## config.mk

```make
export PLATFORM = sky130hd
export DESIGN_NAME = sha_core
export DESIGN_NICKNAME = d
export VERILOG_FILES = /design/src/hdl/sha_pkg.sv /design/src/hdl/sha_core.sv
export SDC_FILE = /design/constraint.sdc
export NUM_CORES = 2
export LEC_CHECK = 0
export BUFFER_PORTS_ARGS = -buffer_cell sky130_fd_sc_hd__buf_2
export CORE_ASPECT_RATIO = 0.8
export CORE_MARGIN = 1.5
export CORE_UTILIZATION = 50
export CTS_CLUSTER_SIZE = 40
export DETAILED_ROUTE_END_ITERATION = 12
export PLACE_DENSITY = 0.65
export SYNTH_ARGS = -nofsm -noshare
export SYNTH_HDL_FRONTEND = slang
export SYNTH_MEMORY_MAX_BITS = 65536
export SYNTH_SLANG_ARGS = --single-unit
```

## constraint.sdc

```tcl
create_clock -name clock -period 93.3 [get_ports clock]
set_input_delay 4.665 -clock clock [delete_from_list [all_inputs] [get_ports clock]]
set_output_delay 4.665 -clock clock [all_outputs]
set_load 0.05 [all_outputs]
```

## src/hdl/sha_pkg.sv

```systemverilog
`timescale 1ns / 1ps
`default_nettype none
package sha_pkg;

   typedef struct packed {
      logic [7:0] msg_byte;
      logic       byte_valid;
      logic       end_of_message;
   } req_type;

   typedef struct packed {
      logic [31:0] digest_word;
      logic [2:0]  word_index;
      logic        final_word;
   } rsp_type;

   // block job handed from front to back
   typedef struct packed {
      logic [511:0] block;
      logic         last;
   } job_type;

   localparam int QueueDepth = 2;

   localparam logic [255:0] InitHash = {
      32'h6a09e667, 32'hbb67ae85, 32'h3c6ef372, 32'ha54ff53a,
      32'h510e527f, 32'h9b05688c, 32'h1f83d9ab, 32'h5be0cd19};

   localparam logic [7:0] PadByte = 8'h80;

   function automatic logic [31:0] round_k(input logic [5:0] t);
      logic [31:0] k;
      case (t)
         6'd0: k = 32'h428a2f98;  6'd1: k = 32'h71374491;
         6'd2: k = 32'hb5c0fbcf;  6'd3: k = 32'he9b5dba5;
         6'd4: k = 32'h3956c25b;  6'd5: k = 32'h59f111f1;
         6'd6: k = 32'h923f82a4;  6'd7: k = 32'hab1c5ed5;
         6'd8: k = 32'hd807aa98;  6'd9: k = 32'h12835b01;
         6'd10: k = 32'h243185be; 6'd11: k = 32'h550c7dc3;
         6'd12: k = 32'h72be5d74; 6'd13: k = 32'h80deb1fe;
         6'd14: k = 32'h9bdc06a7; 6'd15: k = 32'hc19bf174;
         6'd16: k = 32'he49b69c1; 6'd17: k = 32'hefbe4786;
         6'd18: k = 32'h0fc19dc6; 6'd19: k = 32'h240ca1cc;
         6'd20: k = 32'h2de92c6f; 6'd21: k = 32'h4a7484aa;
         6'd22: k = 32'h5cb0a9dc; 6'd23: k = 32'h76f988da;
         6'd24: k = 32'h983e5152; 6'd25: k = 32'ha831c66d;
         6'd26: k = 32'hb00327c8; 6'd27: k = 32'hbf597fc7;
         6'd28: k = 32'hc6e00bf3; 6'd29: k = 32'hd5a79147;
         6'd30: k = 32'h06ca6351; 6'd31: k = 32'h14292967;
         6'd32: k = 32'h27b70a85; 6'd33: k = 32'h2e1b2138;
         6'd34: k = 32'h4d2c6dfc; 6'd35: k = 32'h53380d13;
         6'd36: k = 32'h650a7354; 6'd37: k = 32'h766a0abb;
         6'd38: k = 32'h81c2c92e; 6'd39: k = 32'h92722c85;
         6'd40: k = 32'ha2bfe8a1; 6'd41: k = 32'ha81a664b;
         6'd42: k = 32'hc24b8b70; 6'd43: k = 32'hc76c51a3;
         6'd44: k = 32'hd192e819; 6'd45: k = 32'hd6990624;
         6'd46: k = 32'hf40e3585; 6'd47: k = 32'h106aa070;
         6'd48: k = 32'h19a4c116; 6'd49: k = 32'h1e376c08;
         6'd50: k = 32'h2748774c; 6'd51: k = 32'h34b0bcb5;
         6'd52: k = 32'h391c0cb3; 6'd53: k = 32'h4ed8aa4a;
         6'd54: k = 32'h5b9cca4f; 6'd55: k = 32'h682e6ff3;
         6'd56: k = 32'h748f82ee; 6'd57: k = 32'h78a5636f;
         6'd58: k = 32'h84c87814; 6'd59: k = 32'h8cc70208;
         6'd60: k = 32'h90befffa; 6'd61: k = 32'ha4506ceb;
         6'd62: k = 32'hbef9a3f7; 6'd63: k = 32'hc67178f2;
         default: k = 32'h0;
      endcase
      return k;
   endfunction

   function automatic logic [31:0] ror(input logic [31:0] x, input int n);
      return (x >> n) | (x << (32 - n));
   endfunction

endpackage
`default_nettype wire

```

## src/hdl/sha_core.sv

```systemverilog
`timescale 1ns / 1ps
`default_nettype none
module sha_core (
   input  wire logic             clock,
   input  wire logic             reset,
   input  wire logic             job_valid,
   input  wire sha_pkg::job_type job_data,
   output logic                  job_ready,
   input  wire logic             rsp_pop,
   output logic                  rsp_empty,
   output sha_pkg::rsp_type      rsp_data
);
   import sha_pkg::*;

   typedef enum logic [1:0] {ST_IDLE, ST_RUN, ST_ADD, ST_OUT} state_type;

   localparam int QIdx = $clog2(QueueDepth);

   job_type      q_ff [QueueDepth];
   logic [QIdx:0] cnt_ff;
   logic [QIdx-1:0] wp_ff, rp_ff;
   state_type    state_ff;
   logic [5:0]   round_ff;
   logic [31:0]  w_ff [16];
   logic [31:0]  v_ff [8];
   logic [31:0]  h_ff [8];
   logic         last_ff;
   logic [2:0]   idx_ff;
   logic         push, pop;
   logic [31:0]  wt, wn, t1, t2, s0, s1;

   assign job_ready = cnt_ff != (QIdx+1)'(QueueDepth);
   assign push = job_valid && job_ready;
   assign pop  = state_ff == ST_IDLE && cnt_ff != '0;
   assign rsp_empty = state_ff != ST_OUT;
   assign rsp_data = '{digest_word: h_ff[idx_ff], word_index: idx_ff,
                       final_word: idx_ff == 3'd7};

   always_comb begin
      wt = w_ff[0];
      wn = w_ff[0] + (ror(w_ff[1], 7) ^ ror(w_ff[1], 18) ^ (w_ff[1] >> 3))
         + w_ff[9] + (ror(w_ff[14], 17) ^ ror(w_ff[14], 19) ^ (w_ff[14] >> 10));
      s1 = ror(v_ff[4], 6) ^ ror(v_ff[4], 11) ^ ror(v_ff[4], 25);
      t1 = v_ff[7] + s1 + ((v_ff[4] & v_ff[5]) ^ (~v_ff[4] & v_ff[6]))
         + round_k(round_ff) + wt;
      s0 = ror(v_ff[0], 2) ^ ror(v_ff[0], 13) ^ ror(v_ff[0], 22);
      t2 = s0 + ((v_ff[0] & v_ff[1]) ^ (v_ff[0] & v_ff[2]) ^ (v_ff[1] & v_ff[2]));
   end

   always_ff @(posedge clock) begin
      if (push) q_ff[wp_ff] <= job_data;
      if (reset) begin
         cnt_ff   <= '0;
         wp_ff    <= '0;
         rp_ff    <= '0;
         state_ff <= ST_IDLE;
         idx_ff   <= '0;
         for (int i = 0; i < 8; i++) h_ff[i] <= InitHash[255 - 32*i -: 32];
      end else begin
         if (push) wp_ff <= wp_ff + QIdx'(1);
         if (pop) rp_ff <= rp_ff + QIdx'(1);
         cnt_ff <= cnt_ff + (QIdx+1)'(push) - (QIdx+1)'(pop);
         case (state_ff)
            ST_IDLE: begin
               if (pop) begin
                  for (int i = 0; i < 16; i++)
                     w_ff[i] <= q_ff[rp_ff].block[511 - 32*i -: 32];
                  for (int i = 0; i < 8; i++) v_ff[i] <= h_ff[i];
                  last_ff  <= q_ff[rp_ff].last;
                  round_ff <= '0;
                  state_ff <= ST_RUN;
               end
            end
            ST_RUN: begin
               for (int i = 0; i < 15; i++) w_ff[i] <= w_ff[i+1];
               w_ff[15] <= wn;
               for (int i = 1; i < 8; i++)
                  if (i != 4) v_ff[i] <= v_ff[i-1];
               v_ff[4] <= v_ff[3] + t1;
               v_ff[0] <= t1 + t2;
               round_ff <= round_ff + 6'd1;
               if (round_ff == 6'd63) state_ff <= ST_ADD;
            end
            ST_ADD: begin
               for (int i = 0; i < 8; i++) h_ff[i] <= h_ff[i] + v_ff[i];
               idx_ff   <= '0;
               state_ff <= last_ff ? ST_OUT : ST_IDLE;
            end
            ST_OUT: begin
               if (rsp_pop) begin
                  idx_ff <= idx_ff + 3'd1;
                  if (idx_ff == 3'd7) begin
                     for (int i = 0; i < 8; i++)
                        h_ff[i] <= InitHash[255 - 32*i -: 32];
                     state_ff <= ST_IDLE;
                  end
               end
            end
            default: state_ff <= ST_IDLE;
         endcase
      end
   end

`ifndef ASSERT_OFF
   a_cnt: assert property (@(posedge clock) disable iff (reset)
      cnt_ff <= (QIdx+1)'(QueueDepth))
      else $error("queue overflow");
   a_run_len: assert property (@(posedge clock) disable iff (reset)
      state_ff == ST_ADD |-> $past(round_ff) == 6'd63)
      else $error("round count");
   a_out_reset: assert property (@(posedge clock) disable iff (reset)
      state_ff == ST_OUT && rsp_pop && idx_ff == 3'd7 |=> state_ff == ST_IDLE)
      else $error("digest end");
`endif
endmodule
`default_nettype wire

```

Word level (Yosys, flattened, before mapping)
Memories as Yosys holds them, arrays and structs flattened. A register that Yosys moved wholly into a read port is not among the register bits.
Cells that the tools add are included.
- reduce and logical (&&, ||, !) cells: 10
- shift operators: 0
- div/mod/pow operators: 0
- equal/unequal tests: 11
- multiply operators: 0
- mux-type cells: 74
- magnitude comparators: 0
- bitwise logic cells: 68
- add/sub/neg operators: 24
- operators by type and width (kind ; number):
    $mux W32 ; 40
    $add A32 B32 Y32 ; 18
    $xor A32 B32 Y32 ; 9
    $and A32 B32 Y32 ; 5
    $or A1 B1 Y1 ; 40
    $not A32 Y32 ; 1
    $or A10 B32 Y32 ; 1
    $or A13 B32 Y32 ; 1
    $or A14 B32 Y32 ; 1
    $or A15 B32 Y32 ; 1
    $or A19 B32 Y32 ; 1
    $or A21 B32 Y32 ; 1
    $or A25 B32 Y32 ; 1
    $or A26 B32 Y32 ; 1
    $or A30 B32 Y32 ; 1
    $or A7 B32 Y32 ; 1
    $xor A32 B22 Y32 ; 1
    $xor A32 B29 Y32 ; 1
    $mux W1 ; 21
    $mux W6 ; 2
    $ne A2 B2 Y1 const B ; 6
    $pmux W6 S2 ; 1
    $mux W2 ; 5
    $mux W3 ; 3
    other kinds (18) ; 24
- ROM bits: 2048
- flip-flop bits (word level): 16
- memories: 5
- RAM bits: 2050
- bits in latches: 0
- memory list (memory ; depth ; width ; rd ports ; clocked after memory_dff ; write ports ; line ; RTL):
    (no name shown) ; 64 ; 32 ; 1 ; 1 ; 0 ; sha_pkg.sv:33 ; case (t)
    q_ff ; 2 ; 513 ; 1 ; 1 ; 1 ; sha_core.sv:19 ; job_type q_ff [QueueDepth];
    w_ff ; 16 ; 32 ; 16 ; 0 ; 16 ; sha_core.sv:24 ; logic [31:0] w_ff [16];
    h_ff ; 8 ; 32 ; 9 ; 1 ; 8 ; sha_core.sv:26 ; logic [31:0] h_ff [8];
    v_ff ; 8 ; 32 ; 8 ; 0 ; 8 ; sha_core.sv:25 ; logic [31:0] v_ff [8];

Longest topological paths before layout
- word-level depth: 9
- mapped depth: 35
- depth with buffers taken out: 34

Least setup slack after synthesis
OpenSTA, ideal clock, no wires.
- kind: input to register
- from: in reset
- to: mem v_ff[0][0], enable pin
- data required time: 90456 ps
- stages on the path: 3
- data arrival time: 57048 ps
- library setup time: 2844 ps
- setup slack: 33408 ps
- cells stage by stage: clkbuf_1 > clkbuf_1 > nor3_1
- RTL lines (item ; line ; RTL):
    start: declaration ; sha_core.sv:5 ; input wire logic reset,
    end: declaration ; sha_core.sv:25 ;

==> results.md <==
- Result of the run: finished, final reports clean
- Synthesis Warnings: 0
- Clock network latency to the later pin of the worst-skew pair: 0.91 ns
- CP startpoint kind: register
- Level count of the clock H-tree: 4
- Number of remaining DRC errors: 0
- Number of max-slew violations in the final report: 0
- Pin count of the biggest net entering global routing: 224
- Synthesized netlist cell count: 8832
- Share of the clock period used by the worst path after layout: 9.64%
- Height of the die: 416 um
- GP Congestion: 0.966
- I/O pin cnt: 555
- Library cells used by synthesis: 89
- Post-CTS Resized: 0
- Post-synthesis cell area: 0.106 mm2
- Final critical path time including I/O delays and setup: 8.99 ns
- RSZ-0062 raised after global routing: false
- Synth Flop Type: edfxtp_1
- Combined global-route utilization of all metal layers: 29.3%
- Tightest Hold Check Type: reg -> reg
- Remaining max-slew budget at the tightest pin: 27.4%
- Clock tree root driver cell: clkbuf_16
- Setup fix buffers added after clock tree synthesis: 0
- Slowest stage delay, CP: 0.61 ns
- Classification of the worst setup path: reg -> reg
- Area of the multi-input gates: 0.0425 mm2
- Register bit total from synthesis: 2102
- Total number of vias: 72540
- Worst endpoint required time: 93.81 ns
- Iteration-0 DRC Markers: 7586
- Async set or reset register ratio after synthesis: 0%
- First-pass GRT wire length: 465000 um
- Total routed wirelength: 322000 um
- Leftover overflow at the end of global routing: 0
- Count of endpoints failing hold in the final timing report: 0
- Initial core utilization: 50.3%
- Overall die area: 0.216 mm2
- Clock-pin slew on the worst setup and hold paths: 0.07 ns
- CP Capture Type: register
- Complex-gate fraction of the synthesized area: 11.1%
- Detail-routed net length per standard cell: 26.2 um
- Final Skew: 0.112 ns
- Syn Area/Cell: 12.1 um2
- Via count of the first global-routing pass: 69498
- Net Count, Synth: 9937
- Maximum clock rate: 0.111 GHz
- Detailed placement HPWL: 233000 um
- Total Neg Setup Slack: 0 ns
- Mux share of post-synthesis cell area: 7.01%
- Number of hold buffers added after CTS: 0
- Number of filler cells placed in the layout: 17538
- CTS tree: done
- Simple logic cell fraction of the synthesized area: 8.67%
- Area taken by flip-flops and latches: 0.0614 mm2
- Number of clock buffers inserted by TritonCTS: 216
- Slew at the pin closest to its max-slew limit: 1.09 ns
- Standard-cell rows: 151
- Adder and majority gate portion of the synthesized area: 8.32%
- Combinational family with the most area after synthesis: compound AO/OA/AOI/OAI gates
- Maximum fanout along the worst path: 6
- DR pass1 iterations: 8
- Final ANT Viol Nets: 0
- Clock sink count: 2102
- Number of flops mapped to enable cells by yosys: 1929
- Core Box Area: 0.212 mm2
- Share of final-layout standard cells stronger than drive strength 1: 12.1%
- Die boundary width: 519 um
- Post-synthesis sequential area ratio: 57.7%
- WP data arrival: 9.50 ns
- Final number of setup-violating endpoints: 0
- Area growth from synthesis to final layout: 11.7%
- Avg Vias per Cell: 5.90
- Cell with the largest stage delay on the worst path: edfxtp_1
- Deepest clock path buffer count: 4
- Antenna violations before repair: 94
- Count of input and output buffers: 554
- Max capacitance violation total: 0
- Net count of the finished layout: 10370
- Post-synthesis share of cell area spent on xor and xnor gates: 4.64%
==> cells by family after synthesis <==
group / after synthesis
AO/OA/AOI/OAI: 1978
flip-flops: 2102
buffers and inverters: 728
AND/OR/NAND/NOR: 2214
adder cells (fa/ha/maj): 592
multiplexers: 656
XOR/XNOR: 562
==> cells in the final DEF, fill, tap and decap left out, drive strengths merged, types with 13 or more instances in the layout <==
cell type and count:
o21bai 48, mux4 65, edfxtp 1929, o211ai 53
nor2b 40, fa 195, clkbuf 272, inv 300
nand2 1333, xor2 178, mux2i 523, o31ai 24
o21a 59, and2 19, nor3b 13, buf 650
o21ai 697, diode 30, ha 393, mux2 68
xnor2 383, clkinv 77, nand3 89, nand2b 53
a211oi 57, nor3 85, nand4 19, or3 24
a31oi 41, a21oi 599, a21o 207, o22ai 17
and3 31, nor2 461, bufinv 16, a211o 23
dfxtp 173
==> metrics by stage <==
step | std cells | util [%] | setup WS [ns] | hold slack (ns) | instance area [um2]
after floorplan | 8832 | - | 33.41 | 0.455 | 106000
after global placement | 11877 | 53.0 | 83.53 | 0.473 | 112000
after detailed placement | 11877 | 53.0 | 83.54 | 0.482 | 112000
after CTS | 12258 | 56.2 | 84.47 | 0.490 | 119000
after global routing | 12281 | 56.2 | 83.89 | 0.511 | 119000
final | 12288 | 56.2 | 84.31 | 0.494 | 119000
==> synthesized netlist by cell type, drive strengths merged (48+ instances only) <==
| library cell | instances | area share [%] |
|---|---|---|
| edfxtp | 1929 | 54 |
| nand2 | 1333 | 4.7 |
| o21ai | 697 | 3.3 |
| a21oi | 599 | 2.8 |
| mux2i | 523 | 4.9 |
| nor2 | 461 | 1.6 |
| clkbuf | 405 | 1.4 |
| ha | 393 | 4.6 |
| xnor2 | 383 | 3.2 |
| inv | 293 | 1.0 |
| a21o | 207 | 1.5 |
| fa | 195 | 3.7 |
| xor2 | 178 | 1.5 |
| dfxtp | 173 | 3.3 |
| nand3 | 89 | 0.42 |
| nor3 | 85 | 0.40 |
| mux2 | 68 | 0.72 |
| mux4 | 65 | 1.4 |
| o21a | 59 | 0.42 |
| a211oi | 57 | 0.41 |
| nand2b | 53 | 0.31 |
| o211ai | 53 | 0.38 |
| o21bai | 48 | 0.34 |
==> sequential cells by signal (all words and copies together), names as in the netlist, 2 cells and up, named ones only <==
register / count
cnt_ff: 2
idx_ff: 3
round_ff: 6
h_ff: 256
v_ff: 256
w_ff: 512
q_ff: 1026
state_ff: 2
==> area by class of cell <==
type                            instances  share of cell area, %
Antenna cell                           30                 0.0631
Clock buffer                          272                   4.82
Clock inverter                        109                  0.868
Inverter                              293                  0.929
Multi-Input combinational cell       6002                   35.7
Sequential cell                      2102                   51.6
Tap cell                             2830                   2.98
Timing Repair Buffer                  650                   3.00
==> worst max-delay path, delay by kind of cell (launching register included) <==
kind / cells / cell delay, ns
compound gates: 14 / 3.22
flops: 1 / 0.61
simple gates: 4 / 0.71
xor+xnor: 4 / 1.04
buf+inv: 3 / 0.15
fa+ha+maj: 7 / 2.85
==> final timing paths <==
path	start	endpoint	slack, ns	cells after the start
worst min register to register	h_ff[5][30]	h_ff[5][30]	0.49	2
worst max-delay path	v_ff[2][26]	v_ff[0][30]	84.31	32
worst max register to register	v_ff[2][26]	v_ff[0][30]	84.31	32
worst min-delay path	h_ff[5][30]	h_ff[5][30]	0.49	2
==> routing by layer <==
metal / part of all wire (%) / global-route usage (%) / up-vias
met5: 0.012 / 0 / -
met3: 7.7 / 4.63 / 592
li1: - / - / 33048
met2: 46 / 46.0 / 2910
met1: 42 / 40.9 / 35984
met4: 4.0 / 11.3 / 6
Power is left out: the tool's default activity adds up to more than one toggle a clock period on the data nets, which glitch-free logic cannot reach.
